File: src/nps_pkg.sv
`timescale 1ns / 1ps

package nps_pkg;

    localparam int COORD_W   = 24;
    localparam int SQ_W      = 48;
    localparam int DIST_W    = 50;
    localparam int IDX_OUT_W = 4;
    localparam int CFG_W     = 5;
    localparam int CFG_IDX_W = 1;

    localparam logic [CFG_IDX_W-1:0] CFG_POINT_COUNT  = 1'd0;
    localparam logic [CFG_IDX_W-1:0] CFG_TABLE_LOADED = 1'd1;

    localparam logic FUNC_WRITE = 1'b0;
    localparam logic FUNC_QUERY = 1'b1;

    typedef struct packed {
        logic signed [COORD_W-1:0] x;
        logic signed [COORD_W-1:0] y;
        logic signed [COORD_W-1:0] z;
    } t_point;

    typedef enum logic [1:0] {
        S_IDLE,
        S_SCAN,
        S_DRAIN
    } t_state;

endpackage

File: src/nps_dist.sv
`timescale 1ns / 1ps

// Squared distance pipeline: |diff| -> squares -> sum, one register each.
module nps_dist
    import nps_pkg::*;
#(
    parameter int IW = 4
) (
    input  logic              i_clk,
    input  logic              i_rst_n,
    input  logic              i_valid,
    input  logic [IW-1:0]     i_index,
    input  t_point            i_point,
    input  t_point            i_query,
    output logic              o_valid,
    output logic [IW-1:0]     o_index,
    output logic [DIST_W-1:0] o_dist,
    output logic              o_busy
);

    logic                      r_v1, r_v2, r_v3;
    logic [IW-1:0]             r_i1, r_i2, r_i3;
    logic [COORD_W-1:0]        r_ax, r_ay, r_az;
    logic [SQ_W-1:0]           r_sx, r_sy, r_sz;
    logic [DIST_W-1:0]         r_sum;
    logic signed [COORD_W:0]   dx, dy, dz;
    logic [COORD_W:0]          n_ax, n_ay, n_az;

    assign dx = {i_point.x[COORD_W-1], i_point.x} - {i_query.x[COORD_W-1], i_query.x};
    assign dy = {i_point.y[COORD_W-1], i_point.y} - {i_query.y[COORD_W-1], i_query.y};
    assign dz = {i_point.z[COORD_W-1], i_point.z} - {i_query.z[COORD_W-1], i_query.z};

    // magnitude fits in COORD_W bits: |diff| <= 2^24 - 1
    assign n_ax = dx[COORD_W] ? (~dx + 1'b1) : dx;
    assign n_ay = dy[COORD_W] ? (~dy + 1'b1) : dy;
    assign n_az = dz[COORD_W] ? (~dz + 1'b1) : dz;

    always_ff @(posedge i_clk) begin
        if (!i_rst_n) begin
            r_v1 <= 1'b0;
            r_v2 <= 1'b0;
            r_v3 <= 1'b0;
        end else begin
            r_v1 <= i_valid;
            r_v2 <= r_v1;
            r_v3 <= r_v2;
        end
    end

    always_ff @(posedge i_clk) begin
        r_i1  <= i_index;
        r_ax  <= n_ax[COORD_W-1:0];
        r_ay  <= n_ay[COORD_W-1:0];
        r_az  <= n_az[COORD_W-1:0];
        r_i2  <= r_i1;
        r_sx  <= r_ax * r_ax;
        r_sy  <= r_ay * r_ay;
        r_sz  <= r_az * r_az;
        r_i3  <= r_i2;
        r_sum <= DIST_W'(r_sx) + DIST_W'(r_sy) + DIST_W'(r_sz);
    end

    assign o_valid = r_v3;
    assign o_index = r_i3;
    assign o_dist  = r_sum;
    assign o_busy  = r_v1 | r_v2 | r_v3;

endmodule

File: config.mk
export PLATFORM = sky130hd
export DESIGN_NAME = nps_dist
export DESIGN_NICKNAME = d
export VERILOG_FILES = /design/src/nps_pkg.sv /design/src/nps_dist.sv
export SDC_FILE = /design/constraint.sdc
export NUM_CORES = 2
export LEC_CHECK = 0
export ABC_AREA = 1
export BUFFER_PORTS_ARGS = -buffer_cell sky130_fd_sc_hd__buf_2
export CAP_MARGIN = 20
export CORE_ASPECT_RATIO = 0.75
export CORE_MARGIN = 5
export CORE_UTILIZATION = 40
export CTS_BUF_LIST = sky130_fd_sc_hd__clkbuf_4 sky130_fd_sc_hd__clkbuf_8
export DETAILED_ROUTE_END_ITERATION = 8
export GPL_TIMING_DRIVEN = 0
export PLACE_DENSITY = 0.67
export SYNTH_ARGS = -nofsm -noshare
export SYNTH_HDL_FRONTEND = slang
export SYNTH_SLANG_ARGS = --single-unit
File: constraint.sdc
create_clock -name i_clk -period 8.8 [get_ports i_clk]
set_input_delay 1.76 -clock i_clk [delete_from_list [all_inputs] [get_ports i_clk]]
set_output_delay 1.76 -clock i_clk [all_outputs]
set_load 0.02 [all_outputs]
# --- Yosys cells after proc, flatten, opt, wreduce, memory -nomap -nowiden ---
# Index checks and enable logic that the tools add are counted.
totals:
  wordCells: 32
  reg_bits: 281
  latchBits: 0
  ramBits: 0
  out_inout_bits: 56
  romBits: 0
  n_memories: 0
  inputBits: 151
classes:
  div: 0
  n_bitwise: 5
  n_shift: 0
  n_reduce_logical: 0
  n_lt_le_gt_ge: 0
  mux: 3
  n_addsub: 8
  mul: 3
  n_eq_ne: 0
ops:
  columns: ["operator", "count"]
  rows:
  - ["24-bit by 24-bit multiplier with 48-bit output", 3]
  - ["24-bit by 24-bit subtractor with 25-bit output", 3]
  - ["24-bit by 1-bit adder with 24-bit output, second input constant", 3]
  - ["24-bit two-way mux", 3]
  - ["24-bit inverter", 3]
  - ["49-bit by 48-bit adder with 50-bit output", 1]
  - ["48-bit by 48-bit adder with 49-bit output", 1]
  - ["1-bit OR", 2]

# --- Depth between registers and ports, before layout ---
depth:
  depth_word: 4
  depth_mapped: 31

# --- Worst setup path after synthesis ---
# Ideal clock, no wire load.
synth_timing:
  kind: "register to register"
  from: "register r_az[2]"
  to: "register r_sz[36]"
  slack_ps: 2591
  t_arrival_ps: 6096
  synth_period_minus_slack_ps: 6209
  stages_incl_launch_ff: 28
  cell_sequence: "dfxtp_1 > clkbuf_1 > nand2_1 > fa_1 > inv_1 > fa_1 > inv_1 > fa_1 > inv_1 > fa_1 > inv_1 > fa_1 > inv_1 > fa_1 > inv_1 > fa_1 > inv_1 > ha_1 > nand2_1 > nor2_1 > inv_1 > nor3_1 > and3_1 > a21oi_1 > o21bai_1 > nand2_1 > nand3_1 > nand2_1"
synth_between:
  elab_chain_cells: 1
synth_rtl:
  columns: ["item", "line_no", "source"]
  rows:
  - ["from (decl)", "nps_dist.sv:23", "logic [COORD_W-1:0] r_ax, r_ay, r_az;"]
  - ["from (signal assigned)", "nps_dist.sv:54", "r_az <= n_az[COORD_W-1:0];"]
  - ["24-bit by 24-bit multiplier with 48-bit output", "nps_dist.sv:58", "r_sz <= r_az * r_az;"]
  - ["to (signal assigned)", "nps_dist.sv:58", null]
  - ["to (decl)", "nps_dist.sv:24", "logic [SQ_W-1:0] r_sx, r_sy, r_sz;"]
# Every way passes these cells.
# A chain may end at the register's enable or synchronous reset.

# --- Final worst setup path ---
layout_timing:
  from: "register r_ax[21]"
  to: "register r_sx[47]"
layout_between:
  elab_chain_cells: 1
layout_rtl:
  columns: ["item", "line_no", "source"]
  rows:
  - ["from (decl)", "nps_dist.sv:23", null]
  - ["from (signal assigned)", "nps_dist.sv:52", "r_ax <= n_ax[COORD_W-1:0];"]
  - ["24-bit by 24-bit multiplier with 48-bit output", "nps_dist.sv:56", "r_sx <= r_ax * r_ax;"]
  - ["to (signal assigned)", "nps_dist.sv:56", null]
  - ["to (decl)", "nps_dist.sv:24", null]
# Every way passes these cells.

==> metrics.md <==
| Metric | Value |
|---|---|
| Via count | `56.2k` |
| Setup repair after global routing missed its margin | `no` |
| Number of fill cells | `between 15k and 20k` |
| Ratio of cells with drive above 1 in the final layout | `0.0448` |
| Largest fanout on the critical path | `10` |
| Gate family responsible for the most delay along the worst path | `adder cells` |
| Synth warnings | `0` |
| Most common cell after layout, fill and taps aside | `sky130_fd_sc_hd__inv_1` |
| Worst-Skew Late Latency | `0.72 ns` |
| Required time of the critical path | `9.43 ns` |
| Clk sinks | `278` |
| Vias in the first global route | `a little under 60k` |
| Pin count of the biggest net entering global routing | `13` |
| Clock buffer count from CTS | `49` |
| Final RePlAce weighted congestion | `0.986` |
| Gr ovfl total | `0` |
| Number of port buffers | `206` |
| Synthesized instance count | `8824` |
| CP Buf/Inv Count | `7` |
| Average instance area after synthesis | `7.71 sq um` |
| Htree depth | `2` |
| Most common cell on crit path | `sky130_fd_sc_hd__fa_1` |
| First-pass GRT wire length | `331000 microns` |
| Share of the synthesized area in the top cell type | `0.387` |
| Die area | `roughly 0.18 sq mm` |
| Final TNS setup | `0 ns` |
| Most frequent cells in the layout | `sky130_fd_sc_hd__inv_1, sky130_fd_sc_hd__nand2_1, sky130_fd_sc_hd__fa_1` |
| Maximum single-stage delay on the critical path | `0.68 ns` |
| Status | `finished clean` |
| Layout overhead on the synthesized area | `7.38%` |
| Initial core utilization | `0.401` |
| Hold violation count in the final report | `0` |
| Clock tree root driver cell | `sky130_fd_sc_hd__clkbuf_8` |
| Type of element launching the critical path | `register` |
| Buffer depth of the longest clock path | `3` |
| Number of synthesized flops with an enable pin | `0` |
| Type of destination of the critical path | `register` |
| Die H | `367 microns` |
| Routed Antenna Nets | `0` |
| Antenna violations before repair | `10` |
| Share of the clock period used by the worst path after layout | `0.915` |
| Horizontal die dimension | `486 microns` |
| Layout net count | `about 11k` |
| Setup Skew | `~0.064 ns` |
| Total global routing track utilization | `0.238` |
| # Post-CTS Setup Buffers | `0` |
| Ys async rst share | `0` |
| Remaining design rule violation count | `0` |
| Clock tree from TritonCTS | `done` |
| I/O pin count | `roughly 210` |
| Max-Cap Viols | `0` |
| Leading cell types by total area after synthesis | `sky130_fd_sc_hd__fa_1, sky130_fd_sc_hd__inv_1, sky130_fd_sc_hd__ha_1` |
| Time the final worst path needs with I/O delays and setup | `8.06 ns` |
| Slew at the pin with the worst max-slew slack | `approximately 1.1 ns` |
| Vias per inst | `just under 5` |
| Most used flip-flop cell after synthesis | `sky130_fd_sc_hd__dfxtp_1` |
| Pre-Repair DR Iteration Count | `6` |
| Routed wire length per instance | `~19 microns` |
| Instance area at placement | `roughly 0.072 sq mm` |
| Synthesized cell area | `0.0680 sq mm` |
| Pre-CTS worst setup slack | `between 1 and 1.5 ns` |
| Number of library cell types mapped by synthesis | `51` |
| CTS resizes | `0` |
| Detailed-placement wirelength estimate | `185000 microns` |
| Footprint of the flip-flops and latches | `0.00557 sq mm` |
| Placeable core region | `0.169 sq mm` |
| Row count | `131` |
| Path type of the worst min-delay path | `register to register` |
| WS Path Type | `register to register` |
| Setup violators final | `0` |
| Max transition margin | `0.255` |
| Cts-stage hold buffer count | `0` |
| Yosys reg bits | `278` |
| Final count of pins violating max slew | `0` |
| Total area of multi-input combinational cells | `0.0516 sq mm` |
| Clock transition at the registers of the reported paths | `0.07 ns` |
| Critical Path AT | `8.68 ns` |
| Wire length reported by the detailed router | `roughly 210000 microns` |
| Post-route design area | `0.0730 sq mm` |
| Final critical-path setup slack | `0.745 ns` |
| Post-synthesis sequential area ratio | `0.0818` |
| Number of design-rule violations left by the first detailed-router iteration | `5175` |
| Cell type of the slowest stage on the worst timing path | `sky130_fd_sc_hd__clkbuf_1` |
| Cell accounting for the most synthesized area | `sky130_fd_sc_hd__fa_1` |
| Max Clock Freq | `124 MHz` |
final timing paths:
| path | cells past startpoint | start | end | slack [ns] |
|---|---|---|---|---|
| hold reg to reg | 0 | r_i1[0]$_DFF_P_ | r_i2[0]$_DFF_P_ | 0.32 |
| setup reg to reg | 25 | r_ax[21]$_DFF_P_ | r_sx[47]$_DFF_P_ | 0.74 |
| setup / recovery | 25 | r_ax[21]$_DFF_P_ | r_sx[47]$_DFF_P_ | 0.74 |
| hold / removal | 0 | r_i1[0]$_DFF_P_ | r_i2[0]$_DFF_P_ | 0.32 |
state kept, by name, indices dropped and copies added, names as in the netlist:
| signal | count |
|---|---|
| r_i2 | 4 |
| o_dist | 50 |
| o_index | 4 |
| r_sy | 47 |
| r_az | 24 |
| r_ax | 24 |
| r_ay | 24 |
| r_sx | 47 |
| r_sz | 47 |
| o_valid | 1 |
| r_v2 | 1 |
| r_v1 | 1 |
| r_i1 | 4 |
cells by family after synthesis:
kind of cell | after synthesis | share of synthesized area
other | 1 | 0.0000551
AO/OA/AOI/OAI | 563 | 0.0469
flip-flops | 278 | 0.0818
AND/OR/NAND/NOR | 2886 | 0.173
buffers and inverters | 2884 | 0.160
adder cells (fa/ha/maj) | 1967 | 0.507
XOR/XNOR | 245 | 0.0315
layer usage:
layer	track usage	routed length [microns]	vias up	share of wire
li1	-	-	26100	-
met1	0.357	97300	27400	0.46
met2	0.345	86300	2389	0.41
met3	0.0557	22200	277	0.10
met4	0.0577	5720	2	0.027
met5	0	7	-	0.000033
metrics by stage:
stage           util  hold WS [ns]  std cells
4_1_cts        0.431         0.327      11400
3_3_place_gp   0.424         0.310      11300
3_5_place_dp   0.424         0.315      11300
5_1_grt        0.431         0.329      11400
6_report       0.431         0.325      11400
2_1_floorplan      -         0.310       8826
layout make-up:
class,instances,share of cell area
multi-input cells,5664,0.706
inverters,2726,0.140
flip-flops and latches,278,0.0762
well taps,2261,0.0387
repair buffers,206,0.0141
clock buffers,66,0.0119
plain buffers,158,0.00887
clock inverters,22,0.00370
diodes,4,0.000137
synthesized netlist by cell type (89+ instances only):
cell and count:
sky130_fd_sc_hd__inv_1 2713, sky130_fd_sc_hd__nand2_1 1974, sky130_fd_sc_hd__fa_1 1316, sky130_fd_sc_hd__ha_1 651
sky130_fd_sc_hd__nor2_1 436, sky130_fd_sc_hd__dfxtp_1 278, sky130_fd_sc_hd__nand3_1 269, sky130_fd_sc_hd__a21oi_1 257
sky130_fd_sc_hd__xor2_1 156, sky130_fd_sc_hd__clkbuf_1 148, sky130_fd_sc_hd__o21ai_0 137, sky130_fd_sc_hd__xnor2_1 89
Power is not shown: default switching activity piles up to over one toggle a cycle in this logic, so the estimate is an artifact.
