$ cat config.mk
export PLATFORM = sky130hd
export DESIGN_NAME = nps_cell
export DESIGN_NICKNAME = d
export VERILOG_FILES = /design/src/nps_pkg.sv /design/src/nps_cell.sv
export SDC_FILE = /design/constraint.sdc
export NUM_CORES = 1
export LEC_CHECK = 0
export ABC_AREA = 1
export ABC_CLOCK_PERIOD_IN_PS = 1500
export BUFFER_PORTS_ARGS = -buffer_cell sky130_fd_sc_hd__buf_4
export CAP_MARGIN = 10
export CORE_UTILIZATION = 37
export CTS_CLUSTER_DIAMETER = 80
export DETAILED_ROUTE_END_ITERATION = 8
export GPL_ROUTABILITY_DRIVEN = 1
export PLACE_DENSITY = 0.88
export SYNTH_ARGS = -nofsm -noshare
export SYNTH_HDL_FRONTEND = slang
export SYNTH_SLANG_ARGS = --single-unit
$ cat constraint.sdc
create_clock -name i_clk -period 1.5 [get_ports i_clk]
set_input_delay 0.15 -clock i_clk [delete_from_list [all_inputs] [get_ports i_clk]]
set_output_delay 0.15 -clock i_clk [all_outputs]
set_load 0.01 [all_outputs]
$ cat src/nps_pkg.sv
`timescale 1ns / 1ps

package nps_pkg;

    localparam int COORD_W   = 24;
    localparam int SQ_W      = 48;
    localparam int DIST_W    = 50;
    localparam int IDX_OUT_W = 4;
    localparam int CFG_W     = 5;
    localparam int CFG_IDX_W = 1;

    localparam logic [CFG_IDX_W-1:0] CFG_POINT_COUNT  = 1'd0;
    localparam logic [CFG_IDX_W-1:0] CFG_TABLE_LOADED = 1'd1;

    localparam logic FUNC_WRITE = 1'b0;
    localparam logic FUNC_QUERY = 1'b1;

    typedef struct packed {
        logic signed [COORD_W-1:0] x;
        logic signed [COORD_W-1:0] y;
        logic signed [COORD_W-1:0] z;
    } t_point;

    typedef enum logic [1:0] {
        S_IDLE,
        S_SCAN,
        S_DRAIN
    } t_state;

endpackage

$ cat src/nps_cell.sv
`timescale 1ns / 1ps

// One table entry. Loaded from the write port, or from the next cell
// while the table rotates toward the head.
module nps_cell
    import nps_pkg::*;
(
    input  logic   i_clk,
    input  logic   i_wr_en,
    input  t_point i_wr_point,
    input  logic   i_shift,
    input  t_point i_next_point,
    output t_point o_point
);

    t_point r_point;

    always_ff @(posedge i_clk) begin
        if (i_wr_en) begin
            r_point <= i_wr_point;
        end else if (i_shift) begin
            r_point <= i_next_point;
        end
    end

    assign o_point = r_point;

endmodule

=== Yosys cells after proc, flatten, opt, wreduce, memory -nomap -nowiden ===
Cells that the tools add are included.

* $add $sub $neg: 0
* $mul: 0
* Div/mod/pow operators: 0
* $lt $le $gt $ge: 0
* Eq/ne operators: 0
* Shifts and indexed selects: 0
* Multiplexer cells: 2
* Bitwise logic cells: 0
* Reduce and logical (&&, ||, !) cells: 1

{| class="wikitable"
|+ Operator list
! kind !! count
|-
| 72-bit two-way mux || 2
|-
| 2-bit nonzero test || 1
|}

* Register bits after elaboration: 72
* Bits in latches: 0
* Bits in writable memories: 0
* ROM bits: 0
* Input port bits: 147
* Output and inout port bits: 72
* Memories: 0

=== Logic depth before layout (Yosys ltp) ===
Gate-level depths: netlist (run 1).

* Depth after elaboration: 2
* Depth in mapped cells: 4

=== Worst setup path after synthesis (run 1) ===
Ideal clock, no wire load.

* Path kind: input to register
* Start point: in i_wr_en
* End point: reg r_point, in the netlist o_point[0] (enable)
* Library setup time: 0.399 ns
* Arrival time: 1.233 ns
* Required time: 1.101 ns
* Path slack: -0.132 ns
* Stages: 2
* Path buffers: 1
* Cells stage by stage: clkbuf_8 -> or2_2

* Cells in the longest elaborated chain, start to end: 1

{| class="wikitable"
|+ RTL lines
! element !! RTL line !! RTL
|-
| start: declaration || nps_cell.sv:9 || <nowiki>input logic i_wr_en,</nowiki>
|-
| 2-bit nonzero test (no line) || n/a ||
|-
| end signal: assignment || nps_cell.sv:20 || <nowiki>r_point <= i_wr_point;</nowiki>
|-
| end signal: assignment || nps_cell.sv:22 || <nowiki>r_point <= i_next_point;</nowiki>
|-
| end: declaration || nps_cell.sv:16 || <nowiki>t_point r_point;</nowiki>
|}

Every way passes these cells.
A chain may end at the register's enable or synchronous reset.

=== Final worst setup path (run 1) ===
* Start point: in i_wr_en
* End point: reg r_point, in the netlist o_point[41] (data pin)

* Cells in the longest elaborated chain, start to end: 1

{| class="wikitable"
|+ RTL lines
! element !! RTL line !! RTL
|-
| 72-bit two-way mux || nps_cell.sv:19 || <nowiki>if (i_wr_en) begin</nowiki>
|}

Every way passes these cells.

==> impl_metrics.tcl, run 1 <==
set metrics [dict create \
    status "completed" \
    cts.sinks 72 \
    post_drt_wl_per_cell_um 13.2 \
    slew_headroom_pct 32.8 \
    end_kind "flop" \
    dieArea_mm2 0.00883 \
    grt_max_degree 74 \
    finalWirelength_um 8330 \
    setup_viol 0 \
    fin_cells 631 \
    cts_setup_buffers 0 \
    power.density_mw_per_mm2 1030 \
    row_count 33 \
    drtAntennaViolNets 0 \
    clockBufferDepth 2 \
    postCtsHoldBufs 0 \
    cts_resized 0 \
    syn_area_mm2 0.00313 \
    cts_buffers 9 \
    clockRootBuffer "clkbuf_8" \
    wl_met2_um 4460 \
    peakVddDrop_mv 0.685 \
    min_period_ps 1280 \
    yosysWarnings 0 \
    vias 2858 \
    maxSlewViolCount 0 \
    cts.clk_slew.worst_paths_ps 80 \
    ys_seq_area_share_pct 69.1 \
    fillers 695 \
    sw_frac_of_total_pct 23.0 \
    final_hold_viol_count 0 \
    overflow 0 \
    finalNetCount 668 \
    yosys.cell_types.count 6 \
    clockPowerShare_pct 31.3 \
    io_buffers 218 \
    setup_slack_ps 225 \
    antenna_found_initial 0 \
    required_ps 1580 \
    min_path_type "in2reg" \
    area_growth_pct 59.4 \
    crit_start "i_wr_en" \
    tns_ps 0 \
    syn_area_per_cell_um2 10.3 \
    detailed_place_hpwl_um 6110 \
    crit_path_end "o_point[41]" \
    coreArea_mm2 0.00822 \
    p_comb_share_pct 19.4 \
    via_per_inst 4.53 \
    cp_max_fo 73 \
    maxUsedRoutingLayer "met4" \
    grt_use_total_pct 19.2 \
    power.internal_mw 3.97 \
    period_share_pct 85.0 \
    p_leak_nw 2.55 \
    synthCells 305 \
    wl_met3_um 758 \
    die_w_um 93.9 \
    synth_seq_cells 72 \
    multi_input_area_um2 820 \
    power_frac_seq_pct 49.2 \
    synthTopCellsByArea "edfxtp_1 69%, nand2_1 26%, clkbuf_8 3.5%, buf_2 1.1%, or2_2 0.20%" \
    initial_core_util_pct 38.1 \
    tightest_slew_ps 1010 \
    place_ws_ps -113 \
    htree_levels 3 \
    drt_iter0_markers 107 \
    diodes 0 \
    die_h_um 93.9 \
    drtPass1Iterations 4 \
    post-place-cells 615 \
    yosysTopAreaCellShare_pct 69.1 \
    crit_arrival_ps 1360 \
    boundaryPins 219 \
    start_kind "primary input" \
    crit_type "in2reg" \
    cts_tree "built" \
    drc 0 \
    wl_met1_um 2910 \
    seq_area_mm2 0.00216 \
    largest_reg_flops 72 \
    place.gp.congestion 0.802 \
    synth_nets 452 \
    post-synth-top-area-cell "edfxtp_1" \
    grt_pass1_vias 2799 \
    rsz0062_at_grt "false" \
    max_freq_mhz 784 \
    grt_pass1_wl_um 12700 \
    power_switching_mw 1.19 \
    maxCapViolations 0 \
    drive_gt1_share_pct 44.5 \
]
## cells in the final DEF (no fill, tap or decap)
master	n
clkbuf_8	9
edfxtp_1	72
buf_4	219
buf_12	1
or2_4	1
nand2_1	216
inv_2	1
clkinv_2	1
bufinv_16	2
clkinv_1	1
clkbuf_1	3
## final cells by class
class	instances	share of cell area, %
clock inverters	4	1.38
flip-flops and latches	72	43.4
repair buffers	220	33.4
well taps	105	2.64
clock buffers	12	2.71
multi-input cells	217	16.4
inverters	1	0.0753
## logic make-up after synthesis
| group | synth area share (%) |
|---|---|
| buffers and inverters | 4.76 |
| DFF | 69.1 |
| and+or+nand+nor | 26.1 |
## per-layer routing
layer  GRT usage, %  vias up
met1           19.4     1272
met2           35.9      159
met4           7.95        0
li1               -     1408
met3           6.15       19
met5              0        -
## through the flow
step                utilization, %  total power [mW]  hold WS [ps]  instance area, µm²
floorplan                        -              2.93           329                3130
finish                        60.7              5.15          81.6                4980
detailed placement            58.2              3.60           416                4780
CTS                           60.7              5.21          62.1                4980
global route                  60.7              5.39          59.7                4980
global placement              58.2              3.56           412                4780
## worst min path at each step
stage	from	to	slack (ps)	cells after the start
finish	i_next_point[40]	o_point[40]	80	3
global route	i_next_point[42]	o_point[42]	60	3
floorplan	i_next_point[0]	o_point[0]	330	2
detailed placement	i_next_point[2]	o_point[2]	420	3
CTS	i_next_point[52]	o_point[52]	60	3
global placement	i_next_point[59]	o_point[59]	410	3
## power by group through the flow
stage | clock (mW) | sequential (mW) | combinational, mW
after floorplan | 0 | 2.70 | 0.229
after global placement | 0 | 2.57 | 0.988
after detailed placement | 0 | 2.59 | 1.01
after CTS | 1.65 | 2.54 | 1.02
after global routing | 1.74 | 2.56 | 1.09
final | 1.61 | 2.54 | 1.00
## Yosys cell counts, drive strengths merged
library cell and number:
inv 1, nand2 216, clkbuf 8, edfxtp 72
or2 1, buf 7
## critical path, cell delays in order
cell     delay [ps]
buf_4            80
buf_4           550
inv_2           100
buf_12          210
nand2_1         120
nand2_1          70
(Power assumes the default switching activity.)
==> run 2, diff against run 1 <==
- ABC_AREA: 1 -> default
- CORE_UTILIZATION: 37 -> 38
==> run 2 against run 1 <==
Net effect:
- count of clock-buffer cells in the layout is 2 lower
- synthesized cell count is 50% lower
- core utilization is 0.52 points lower
- largest cell class unchanged
- highest routed layer unchanged
==> impl_metrics.tcl, run 2 <==
set metrics [dict create \
    status "completed" \
    maxSlewViolCount 0 \
    dieArea_mm2 0.00930 \
    crit_buf_inv 1 \
    cts_tree "built" \
    required_ps 1460 \
    final_hold_viol_count 0 \
    grt_use_total_pct 15.2 \
    postCtsHoldBufs 0 \
    finalWirelength_um 7630 \
    setup_slack_ps 407 \
    grt_pass1_wl_um 10200 \
    yosys.cell_types.count 6 \
    synth_seq_cells 72 \
    cts_buffers 9 \
    tns_ps 0 \
    synth_nets 300 \
    cpLargestDelayFamily "simple AND/OR/NAND/NOR gates" \
    grt_pass1_vias 2077 \
    drc 0 \
    antenna_found_initial 0 \
    htree_levels 3 \
    syn_area_mm2 0.00339 \
    whs_endpoint "o_point[20]" \
    mostFrequentLayoutCell "buf_4" \
    critPathSlowestCell "or2_4" \
    peakVddDrop_mv 0.639 \
    power.density_mw_per_mm2 981 \
    drt_iter0_markers 70 \
    end_kind "flop" \
    area_growth_pct 54.0 \
    hp-start "i_wr_point[20]" \
    crit_type "in2reg" \
    min_path_type "in2reg" \
    boundaryPins 219 \
    post-synth-top-area-cell "edfxtp_1" \
    start_kind "primary input" \
    period_share_pct 72.9 \
    synthCells 153 \
    synthTopCellsByArea "edfxtp_1 64%, mux2_4 31%, buf_12 4.1%, mux2_2 1.0%, buf_6 0.33%" \
    synth_common_cells "72 x edfxtp_1, 69 x mux2_4, 7 x buf_12" \
    ys.flop_type "edfxtp_1" \
    overflow 0 \
    initial_core_util_pct 39.1 \
    post_drt_wl_per_cell_um 15.6 \
    diodes 0 \
    setup_viol 0 \
    rsz0062_at_grt "false" \
    synth_edf_count 72 \
    yosysTopAreaCellShare_pct 63.8 \
    cp_max_fo 72 \
    ys_seq_area_share_pct 63.8 \
    cts.sinks 72 \
    final_core_util_pct 60.1 \
    cts_setup_buffers 0 \
    clockRootBuffer "clkbuf_8" \
    crit_arrival_ps 1050 \
    path_cells "buf_4, or2_4" \
    cts.clk_slew.worst_paths_ps 80 \
    crit_start "i_wr_en" \
    vias 2177 \
    synth_most_common_cell "edfxtp_1" \
    layout_common_cells "218 x buf_4, 72 x edfxtp_1, 69 x mux2_4" \
    slowest_delay_ps 760 \
    place_ws_ps 41.9 \
    largest_reg_flops 72 \
    p_leak_nw 2.47 \
    finalNetCount 522 \
    yosysWarnings 0 \
    max_freq_mhz 915 \
    async_flop_share_pct 0 \
    coreArea_mm2 0.00868 \
    row_count 34 \
    io_buffers 218 \
    die_w_um 96.4 \
    die_h_um 96.4 \
    min_path_cells 2 \
    via_per_inst 4.46 \
    syn_area_per_cell_um2 22.2 \
    grt_max_degree 73 \
    slew_headroom_pct 35.0 \
    cts_resized 0 \
    tightest_slew_ps 975 \
    place.gp.congestion 0.656 \
    drive_gt1_share_pct 80.5 \
    min_period_ps 1090 \
    drtAntennaViolNets 0 \
    clockBufferDepth 2 \
    drtPass1Iterations 6 \
    maxCapViolations 0 \
]
[run 2: cell types whose count changed after synthesis, moves of 3 or more]
| cell | before | now |
|---|---|---|
| buf_12 | 0 | 7 |
| buf_2 | 7 | 0 |
| clkbuf_8 | 8 | 0 |
| nand2_1 | 216 | 0 |
| mux2_4 | 0 | 69 |
| mux2_2 | 0 | 3 |
[run 2: worst max-delay path by stage]
stage	cells past startpoint	to	slack (ps)
2_1_floorplan	3	o_point[0]	40
3_3_place_gp	2	o_point[48]	90
3_5_place_dp	2	o_point[49]	40
4_1_cts	2	o_point[38]	410
5_1_grt	2	o_point[46]	350
6_report	2	o_point[38]	410
[run 2: cell type report]
type | count | area, µm²
multi-input combinational | 73 | 1080
clock inverter | 6 | 60.1
tap | 108 | 135
fill | 676 | 3460
sequential | 72 | 2160
clock buffer | 10 | 128
timing repair buffer | 219 | 1660
[run 2: logic make-up (layout without fill, tap and decap cells)]
group,after synthesis,count (layout),share of synthesized area [%]
mux,72,72,31.6
buf+inv,8,235,4.47
flops,72,72,63.8
simple gates,1,1,0.185
[run 2: report_power, final]
part	internal, mW	switching, mW	total, mW
combinational	0.718	0.388	1.11
clock	0.761	0.718	1.48
sequential	2.47	0.0635	2.53
total	3.95	1.17	5.12
[run 2: per-stage QoR]
step / hold WS (ps) / power [mW] / area [µm²] / cells
final: 107 / 5.12 / 5220 / 488
after detailed placement: 453 / 3.70 / 5030 / 472
after CTS: 89.5 / 5.18 / 5220 / 488
after global routing: 85.9 / 5.36 / 5220 / 488
after floorplan: 367 / 3.06 / 3390 / 153
after global placement: 451 / 3.66 / 5030 / 472
[run 2: per-layer routing]
metal  global-route usage (%)  routed length (µm)  up-vias
met4                     5.02                  99        0
met5                        0                   0        -
met1                     15.2                2630     1008
met3                     6.96                 817        8
li1                         -                   -     1043
met2                     27.6                4090      118
